$ cat config.mk
export PLATFORM = sky130hd
export DESIGN_NAME = circular_byte_deque
export DESIGN_NICKNAME = d
export VERILOG_FILES = /design/src/rtl/cbd_pkg.sv /design/src/rtl/cbd_cell.sv /design/src/rtl/circular_byte_deque.sv
export SDC_FILE = /design/constraint.sdc
export NUM_CORES = 1
export LEC_CHECK = 0
export ABC_AREA = 1
export BUFFER_PORTS_ARGS = -buffer_cell sky130_fd_sc_hd__buf_2
export CAP_MARGIN = 40
export CORE_UTILIZATION = 35
export CTS_BUF_LIST = sky130_fd_sc_hd__clkbuf_16
export DETAILED_ROUTE_END_ITERATION = 10
export SLEW_MARGIN = 40
export SYNTH_ARGS = -nofsm -noshare
export SYNTH_HDL_FRONTEND = slang
export SYNTH_SLANG_ARGS = --single-unit
$ cat constraint.sdc
create_clock -name clk_i -period 2.1 [get_ports clk_i]
set_input_delay 0.105 -clock clk_i [delete_from_list [all_inputs] [get_ports clk_i]]
set_output_delay 0.105 -clock clk_i [all_outputs]
set_load 0.01 [all_outputs]
$ cat src/rtl/cbd_pkg.sv
// Shared types and constants for the circular byte deque.
`default_nettype none
package cbd_pkg;

  typedef enum logic [1:0] {
    ACT_PUSH_FRONT = 2'd0,
    ACT_PUSH_REAR  = 2'd1,
    ACT_POP_FRONT  = 2'd2,
    ACT_POP_REAR   = 2'd3
  } act_e;

  typedef enum logic [1:0] {
    ST_DONE      = 2'd0,
    ST_OVERFLOW  = 2'd1,
    ST_UNDERFLOW = 2'd2
  } status_e;

  localparam int unsigned OUT_USER_BITS = 4;

  typedef struct packed {
    logic fire;
    act_e act;
  } cbd_ctrl_t;

endpackage
`default_nettype wire

$ cat src/rtl/cbd_cell.sv
// One slot of the deque chain: holds one item and trades it with its neighbors.
`default_nettype none
module cbd_cell
  import cbd_pkg::*;
#(
  parameter int unsigned ITEM_BITS = 8
) (
  input  wire logic                 clk_i,
  input  wire logic                 rst_ni,
  input  wire cbd_ctrl_t            ctrl_i,
  input  wire logic [ITEM_BITS-1:0] item_i,
  input  wire logic                 left_valid_i,
  input  wire logic [ITEM_BITS-1:0] left_data_i,
  input  wire logic                 right_valid_i,
  input  wire logic [ITEM_BITS-1:0] right_data_i,
  output logic                      valid_o,
  output logic [ITEM_BITS-1:0]      data_o,
  output logic                      valid_next_o,
  output logic [ITEM_BITS-1:0]      rear_data_o
);

  logic                 valid_q, valid_d;
  logic [ITEM_BITS-1:0] data_q, data_d;
  logic                 is_rear;

  always_comb begin
    valid_d = valid_q;
    data_d  = data_q;
    if (ctrl_i.fire) begin
      case (ctrl_i.act)
        ACT_PUSH_FRONT: begin
          valid_d = left_valid_i;
          data_d  = left_data_i;
        end
        ACT_PUSH_REAR: begin
          if (!valid_q && left_valid_i) begin
            valid_d = 1'b1;
            data_d  = item_i;
          end
        end
        ACT_POP_FRONT: begin
          valid_d = right_valid_i;
          data_d  = right_data_i;
        end
        ACT_POP_REAR: begin
          if (valid_q && !right_valid_i) begin
            valid_d = 1'b0;
          end
        end
        default: begin
          valid_d = valid_q;
        end
      endcase
    end
  end

  always_ff @(posedge clk_i or negedge rst_ni) begin
    if (!rst_ni) begin
      valid_q <= 1'b0;
    end else begin
      valid_q <= valid_d;
    end
  end

  always_ff @(posedge clk_i) begin
    data_q <= data_d;
  end

  assign is_rear      = valid_q && !right_valid_i;
  assign valid_o      = valid_q;
  assign data_o       = data_q;
  assign valid_next_o = valid_d;
  assign rear_data_o  = is_rear ? data_q : '0;

endmodule
`default_nettype wire

$ cat src/rtl/circular_byte_deque.sv
// Top level of the circular byte deque: a chain of item cells with a registered result.
//
// Channel | Dir | tdata                    | tuser
// s_axis  | in  | item [ITEM_BITS-1:0]     | action [1:0]
// m_axis  | out | popped_item [ITEM_BITS-1:0] | status [1:0], is_empty [2], is_full [3]
//
// One item per cycle while the output is not stalled: the cell chain shifts or fills in
// the accept cycle and the result lands in the output register on the same edge.
// A new item is taken while the output register is free or being drained.
// Reset clears every cell's valid flag, so the deque starts empty; holds DEPTH-1 items.
// A stalled output holds its result and blocks further input.
`default_nettype none
module circular_byte_deque
  import cbd_pkg::*;
#(
  parameter int unsigned DEPTH     = 64,
  parameter int unsigned ITEM_BITS = 8
) (
  input  wire logic                                clk_i,
  input  wire logic                                rst_ni,
  input  wire logic                                s_axis_tvalid,
  output logic                                     s_axis_tready,
  // item (ITEM_BITS), zero padding above
  input  wire logic [((ITEM_BITS+7)/8)*8-1:0]      s_axis_tdata,
  // action [1:0]
  input  wire logic [1:0]                          s_axis_tuser,
  output logic                                     m_axis_tvalid,
  input  wire logic                                m_axis_tready,
  // popped_item (ITEM_BITS), zero padding above
  output logic [((ITEM_BITS+7)/8)*8-1:0]           m_axis_tdata,
  // status [1:0], is_empty [2], is_full [3]
  output logic [OUT_USER_BITS-1:0]                 m_axis_tuser
);

  localparam int unsigned CELLS     = DEPTH - 1;
  localparam int unsigned DATA_BITS = ((ITEM_BITS + 7) / 8) * 8;

  logic                 v_ext [CELLS+2];
  logic [ITEM_BITS-1:0] d_ext [CELLS+2];
  logic                 v_next [CELLS];
  logic [ITEM_BITS-1:0] rear_part [CELLS];

  logic                 accept;
  act_e                 act;
  logic [ITEM_BITS-1:0] item;
  logic                 is_push;
  logic                 full_now, empty_now;
  logic                 reject;
  cbd_ctrl_t            ctrl;
  logic [ITEM_BITS-1:0] rear_item;
  logic [ITEM_BITS-1:0] popped_d;
  status_e              status_d;

  logic                 out_valid_q;
  logic [ITEM_BITS-1:0] popped_q;
  status_e              status_q;
  logic                 empty_q, full_q;

  assign accept = s_axis_tvalid && s_axis_tready;
  assign act    = act_e'(s_axis_tuser);
  assign item   = s_axis_tdata[ITEM_BITS-1:0];
  assign is_push = (act == ACT_PUSH_FRONT) || (act == ACT_PUSH_REAR);

  assign full_now  = v_ext[CELLS];
  assign empty_now = !v_ext[1];
  assign reject    = is_push ? full_now : empty_now;

  assign ctrl.fire = accept && !reject;
  assign ctrl.act  = act;

  assign v_ext[0]       = 1'b1;
  assign d_ext[0]       = item;
  assign v_ext[CELLS+1] = 1'b0;
  assign d_ext[CELLS+1] = '0;

  for (genvar k = 0; k < CELLS; k++) begin : g_cell
    cbd_cell #(
      .ITEM_BITS(ITEM_BITS)
    ) u_cell (
      .clk_i        (clk_i),
      .rst_ni       (rst_ni),
      .ctrl_i       (ctrl),
      .item_i       (item),
      .left_valid_i (v_ext[k]),
      .left_data_i  (d_ext[k]),
      .right_valid_i(v_ext[k+2]),
      .right_data_i (d_ext[k+2]),
      .valid_o      (v_ext[k+1]),
      .data_o       (d_ext[k+1]),
      .valid_next_o (v_next[k]),
      .rear_data_o  (rear_part[k])
    );
  end

  always_comb begin
    rear_item = '0;
    for (int unsigned k = 0; k < CELLS; k++) begin
      rear_item = rear_item | rear_part[k];
    end
  end

  always_comb begin
    popped_d = '0;
    status_d = ST_DONE;
    if (reject) begin
      status_d = is_push ? ST_OVERFLOW : ST_UNDERFLOW;
    end else begin
      case (act)
        ACT_POP_FRONT: popped_d = d_ext[1];
        ACT_POP_REAR:  popped_d = rear_item;
        default:       popped_d = '0;
      endcase
    end
  end

  assign s_axis_tready = !out_valid_q || m_axis_tready;

  always_ff @(posedge clk_i or negedge rst_ni) begin
    if (!rst_ni) begin
      out_valid_q <= 1'b0;
    end else if (accept) begin
      out_valid_q <= 1'b1;
    end else if (m_axis_tready) begin
      out_valid_q <= 1'b0;
    end
  end

  always_ff @(posedge clk_i) begin
    if (accept) begin
      popped_q <= popped_d;
      status_q <= status_d;
      empty_q  <= !v_next[0];
      full_q   <= v_next[CELLS-1];
    end
  end

  assign m_axis_tvalid = out_valid_q;
  assign m_axis_tdata  = DATA_BITS'(popped_q);
  assign m_axis_tuser  = {full_q, empty_q, status_q};

  logic chain_gap;
  always_comb begin
    chain_gap = 1'b0;
    for (int unsigned k = 1; k < CELLS; k++) begin
      chain_gap = chain_gap | (v_ext[k+1] && !v_ext[k]);
    end
  end

  a_chain_packed: assert property (@(posedge clk_i) disable iff (!rst_ni)
    !chain_gap)
    else $error("deque cells hold a gap");

  a_overflow: assert property (@(posedge clk_i) disable iff (!rst_ni)
    (accept && is_push && full_now) |=> (m_axis_tuser[1:0] == ST_OVERFLOW))
    else $error("push into full deque not flagged");

  a_underflow: assert property (@(posedge clk_i) disable iff (!rst_ni)
    (accept && !is_push && empty_now) |=>
      (m_axis_tuser[1:0] == ST_UNDERFLOW && m_axis_tdata == '0))
    else $error("pop from empty deque not flagged");

  a_flags_exclusive: assert property (@(posedge clk_i) disable iff (!rst_ni)
    m_axis_tvalid |-> !(m_axis_tuser[2] && m_axis_tuser[3]))
    else $error("deque reported both empty and full");

endmodule
`default_nettype wire
==> impl_metrics.tcl, run 1 <==
set metrics [dict create \
    grt_pass1_vias 27660 \
    finalHoldViolCount 0 \
    start_util_pct 35.3 \
    timing.final.ws_setup_ns 0.0572 \
    area_growth_pct 17.2 \
    fin_skew_ns 0.0365 \
    worstSkewPairLatency_ns 0.63 \
    muxShareOfSynthArea_pct 0 \
    ys_warn_count 0 \
    powerDensity_mw_per_mm2 1240 \
    numClockSinks 580 \
    utilization_pct 41.4 \
    crit_path_frequent_cell "nand2_1" \
    yosys.area.top_type_share_pct 48.8 \
    vias 29417 \
    crit_chain "clkinvlp_4 > nand3_1 > nand2_1 > nor2_1 > nand2_1 > nor2_1 > nand2_1 > o21ai_0 > buf_4 > a21oi_1" \
    crit_arrival_ns 2.40 \
    grt_antenna_before_repair 1 \
    period_share_pct 97.3 \
    hold_path.class "input pin to async pin" \
    overflow 0 \
    synth.avg_cell_area_sq_um 7.97 \
    finalNonFillerCells 5298 \
    grt_setup_unrepaired "yes" \
    critical_path.endpoint_type "flop" \
    ys_ff_latch 580 \
    drt_wl_total_um 108000 \
    grt_pass1_wl_um 166000 \
    pre_cts_ws_ns -0.367 \
    port-buffer-count 27 \
    synth_top_area_cell "edfxtp_1" \
    synth_compound_area_share_pct 13.3 \
    yosysUniqueCellTypes 34 \
    die_h_um 303 \
    gp_congestion 0.913 \
    synthCells 3987 \
    final.fill_count 9149 \
    yosysSeqAreaShare_pct 53.8 \
    core.rowCount 110 \
    status "finished, final reports clean" \
    vias_per_cell 5.55 \
    synth.area.top_cells "edfxtp_1 (49%), nand2_1 (12%), nor2_1 (9.4%), a21oi_1 (8.6%), nand3_1 (5.7%)" \
    synth.net_count 4005 \
    clockBufferDepth 3 \
    criticalPathCategory "flop to flop" \
    num_io_pins 28 \
    total_power_mw 46.2 \
    nets 4086 \
    drive_above_1_share_pct 11.8 \
    setup_tns_ns 0 \
    synth-xor-area-share_pct 0 \
    dp.cells 5157 \
    hold_ws_ns 0.0244 \
    route.detailed.drc 0 \
    fin_area_sq_mm 0.0372 \
    drt-initial-drc-count 4047 \
    root_buffer "clkbuf_16" \
    synth_fa_ha_area_share_pct 0.158 \
    period_needed_ns 2.04 \
    cts_tree "built" \
    synth_area_sq_mm 0.0318 \
    maxSlewHeadroom_pct 46.5 \
    dp_hpwl_um 74600 \
    wl_per_cell_um 20.3 \
    required_ns 2.45 \
    setup_viol 0 \
    placed_area_sq_mm 0.0347 \
    tightest_slew_ns 0.803 \
    first_pass_iters 8 \
    core-area_sq_mm 0.0900 \
    ant_nets 0 \
    clk_pin_slew_ns 0.06 \
    critPathMaxStageDelay_ns 0.41 \
    drv_cap 0 \
    yosys.area_share.simple_pct 28.0 \
    cp_slowest_cell "dfrtp_1" \
    cts_buffers 69 \
    die_w_um 303 \
    slew_violations 0 \
    grtUsageTotal_pct 23.2 \
    h-tree-depth 3 \
    dieArea_sq_mm 0.0920 \
    grt_max_degree 162 \
    synth_top_family_by_area "simple AND/OR/NAND/NOR gates" \
    cp-start-kind "flop" \
    leakage_nw 14.5 \
    num_antenna_cells 0 \
    irDropWorstVdd_mv 0.704 \
    critPathMaxFanout 10 \
    max_freq_mhz 490 \
]
[cells in the mapped netlist (all sizes together)]
| cell type | n |
|---|---|
| inv | 66 |
| nand2 | 1060 |
| clkbuf | 228 |
| ha | 4 |
| nor3 | 9 |
| a211o | 4 |
| a22oi | 15 |
| a211oi | 3 |
| nand3 | 360 |
| edfxtp | 516 |
| a31oi | 22 |
| dfrtp | 64 |
| o32ai | 1 |
| o22ai | 5 |
| nor2 | 796 |
| buf | 53 |
| or2 | 1 |
| o211ai | 19 |
| clkinv | 27 |
| o21ai | 176 |
| a21oi | 558 |
[repair_timing]
item,in CTS,in global routing
pin swaps,0,6
cloned,0,1
endpoints found under the hold margin,73,0
hold buffers,10,0
setup buffers,0,5
endpoints found under the setup margin,7,8
resized for setup,17,73
[worst max-delay path: cells and delay by family (launching register included)]
| kind | cells | cell delay [ns] |
|---|---|---|
| and+or+nand+nor | 6 | 0.81 |
| DFF | 1 | 0.41 |
| buffers and inverters | 2 | 0.34 |
| AOI/OAI and AO/OA | 2 | 0.22 |
[flip-flops by register name, summed over array words and instances (netlist names)]
name                   count
g_cell.u_cell.data_o     504
g_cell.u_cell.valid_o     63
m_axis_tdata               8
status_q                   2
empty_q                    1
full_q                     1
m_axis_tvalid              1
[report_power, final]
part / switching (mW) / internal (mW) / leakage (nW)
clock network: 5.11 / 6.41 / 1.09
registers: 1.73 / 15.2 / 5.58
logic: 12.1 / 5.65 / 7.85
[kinds of logic (layout without fill, tap and decap cells)]
logic type,count (synthesis),after routing
AO/OA/AOI/OAI,803,803
adder cells (fa/ha/maj),4,4
buffers and inverters,374,509
flip-flops,580,580
AND/OR/NAND/NOR,2226,2226
[final timing paths]
kind | startpoint | end | slack (ns) | cells after the start
worst max-delay path | g_cell[57].u_cell.valid_o | m_axis_tdata[4] | 0.06 | 10
worst min-delay path | rst_ni | g_cell[62].u_cell.valid_o | 0.02 | 2
worst max register to register | g_cell[57].u_cell.valid_o | m_axis_tdata[4] | 0.06 | 10
worst min register to register | g_cell[44].u_cell.valid_o | g_cell[44].u_cell.valid_o | 0.52 | 2
max in group asynchronous | rst_ni | g_cell[15].u_cell.valid_o | 1.46 | 3
min in group clk_i | s_axis_tvalid | m_axis_tvalid | 0.08 | 4
[layer usage]
layer	vias up	part of all wire (%)	wire, um	track usage [%]
li1	13679	-	-	-
met2	1354	45	48900	35.8
met4	2	3.4	3640	8.73
met5	-	0.018	19	0
met3	213	8.2	8890	3.35
met1	14169	43	46400	32.9
[placed cells by master (no fill, tap or decap), types with 26 or more instances in the layout]
master	count
buf_12	40
clkinv_1	30
dfrtp_1	62
edfxtp_1	516
nand3_1	360
nand2_1	1045
buf_4	214
inv_1	76
o21ai_0	152
clkbuf_16	71
nor2_2	26
nor2_1	752
a21oi_1	540
buf_2	26
[cell type report]
type	instances	area, sq um	area share, %
Clock buffer	71	1780	4.77
Clock inverter	54	342	0.917
Inverter	93	393	1.05
Multi-Input combinational cell	3033	13500	36.3
Sequential cell	580	17100	45.9
Tap cell	1176	1470	3.95
Timing Repair Buffer	290	2640	7.08
Timing Repair inverter	1	7.51	0.0202
(Power assumes the default switching activity.)
==> run 2: changes to the inputs <==
--- a/config.mk
+++ b/config.mk
@@ -11,6 +11,7 @@
 export CORE_UTILIZATION = 35
 export CTS_BUF_LIST = sky130_fd_sc_hd__clkbuf_16
 export DETAILED_ROUTE_END_ITERATION = 10
+export SETUP_SLACK_MARGIN = 0.4
 export SLEW_MARGIN = 40
 export SYNTH_ARGS = -nofsm -noshare
 export SYNTH_HDL_FRONTEND = slang
==> impl_metrics.tcl, run 2 (synthesis gave the netlist of run 1 again) <==
set metrics [dict create \
    vias 29593 \
    hp-start "s_axis_tvalid" \
    drive_above_1_share_pct 16.5 \
    irDropWorstVdd_mv 0.669 \
    setup_viol 0 \
    grt_use_met3_pct 4.13 \
    nets 4066 \
    maxSlewHeadroom_pct 45.5 \
    tightest_slew_ns 0.818 \
    route.detailed.drc 0 \
    dieArea_sq_mm 0.0920 \
    root_buffer "clkbuf_16" \
    max_freq_mhz 547 \
    period_share_pct 87.0 \
    final.fill_count 8888 \
    numClockSinks 580 \
    grt_use_met1_pct 32.9 \
    dp_hpwl_um 76400 \
    r2r-end "m_axis_tdata[7]" \
    ant_nets 0 \
    leakage_nw 14.8 \
    grt_pass1_wl_um 169000 \
    grt_max_degree 127 \
    required_ns 2.47 \
    utilization_pct 43.1 \
    crit_arrival_ns 2.20 \
    core.rowCount 110 \
    setup_tns_ns 0 \
    num_io_pins 28 \
    cts_tree "built" \
    final_cell_mix "nand2_1 (997), nor2_1 (650), a21oi_1 (517), edfxtp_1 (516), nand3_1 (360)" \
    multi_input_area_sq_mm 0.0147 \
    largest_reg_flops 504 \
    r2r_slack_ns 0.27 \
    core-area_sq_mm 0.0900 \
    rr_startpoint "g_cell[22].u_cell.valid_o" \
    reg2reg_depth 11 \
    finalHoldViolCount 0 \
    drv_cap 0 \
    grt_pass1_vias 27701 \
    overflow 0 \
    wl_per_cell_um 21.2 \
    die_h_um 303 \
    status "finished, final reports clean" \
    busiest_layer "met2" \
    gp_congestion 0.924 \
    total_power_mw 48.9 \
    hold_path.class "input pin to flop" \
    grt_setup_unrepaired "yes" \
    drt_wl_total_um 112000 \
    cts_buffers 66 \
    critPathMaxFanout 5 \
    whs_path_depth 4 \
    finalNonFillerCells 5278 \
    powerDensity_mw_per_mm2 1260 \
    period_needed_ns 1.83 \
    met2_usage_pct 37.5 \
    hold_end "g_cell[62].u_cell.valid_o" \
    area_growth_pct 22.0 \
    dp.cells 5062 \
    clk_pin_slew_ns 0.07 \
    final_common_cell "nand2_1" \
    die_w_um 303 \
    clockBufferDepth 3 \
    h-tree-depth 3 \
    criticalPathCategory "flop to flop" \
    drt-initial-drc-count 3803 \
    grtUsageTotal_pct 23.8 \
    cp-start-kind "flop" \
    slew_violations 0 \
    num_antenna_cells 0 \
    grt_antenna_before_repair 1 \
    critical_path.endpoint_type "flop" \
    fin_skew_ns 0.0350 \
    start_util_pct 35.3 \
    port-buffer-count 27 \
    final-seq-area_sq_mm 0.0171 \
    vias_per_cell 5.61 \
    worstSkewPairLatency_ns 0.64 \
    hold_ws_ns 0.0252 \
    first_pass_iters 6 \
]
-- run 2: worst max-delay path: stages, from the launching register on --
cell and delay [ns]:
dfrtp_1 0.43, inv_2 0.08, nor2_2 0.05, buf_6 0.13, nand2_2 0.05, nand2_2 0.07, nor2_2 0.10, nand2_2 0.14
nor2_4 0.21, nand2_1 0.07, o21ai_1 0.13, a21oi_1 0.09
-- run 2: timing repair --
action	in CTS	in global routing
gates resized for setup	248	105
cloned	4	4
hold endpoints to repair	73	0
endpoints found under the setup margin	531	462
buffers inserted	61	14
pin swaps	62	51
hold buffers	11	0
-- run 2: layout make-up --
class	instances	share of cell area, %
multi-input cells	3033	37.8
inverters	93	1.05
clock inverters	56	1.19
repair buffers	274	7.77
well taps	1176	3.80
clock buffers	66	4.26
flip-flops and latches	580	44.1
-- run 2: per-layer routing --
layer  share of wire (%)  up-vias
met5               0.094        -
met4                 3.4        2
met3                 8.8      204
met2                  46     1505
met1                  42    14254
li1                    -    13628
-- run 2: report_power, final --
part / switching, mW / internal (mW)
combinational: 13.5 / 6.75
clock: 5.15 / 6.42
sequential: 1.87 / 15.2
-- run 2: worst max path at each step --
stage | from | end | slack [ns] | depth (start not counted)
after floorplan | s_axis_tuser[1] | g_cell[29].u_cell.data_o[0] | 0.27 | 10
after global placement | g_cell[26].u_cell.valid_o | m_axis_tdata[7] | -0.13 | 9
after detailed placement | g_cell[28].u_cell.valid_o | m_axis_tdata[5] | -0.09 | 9
after CTS | g_cell[45].u_cell.valid_o | m_axis_tdata[5] | 0.32 | 9
after global routing | g_cell[33].u_cell.valid_o | m_axis_tdata[7] | 0.24 | 10
final | g_cell[22].u_cell.valid_o | m_axis_tdata[7] | 0.27 | 11
-- run 2: per-stage QoR --
step	cell area [sq um]	worst slack, ns
after global routing	38800	0.241
after floorplan	32400	0.273
after CTS	38200	0.320
final	38800	0.272
after detailed placement	34500	-0.0880
after global placement	34500	-0.131
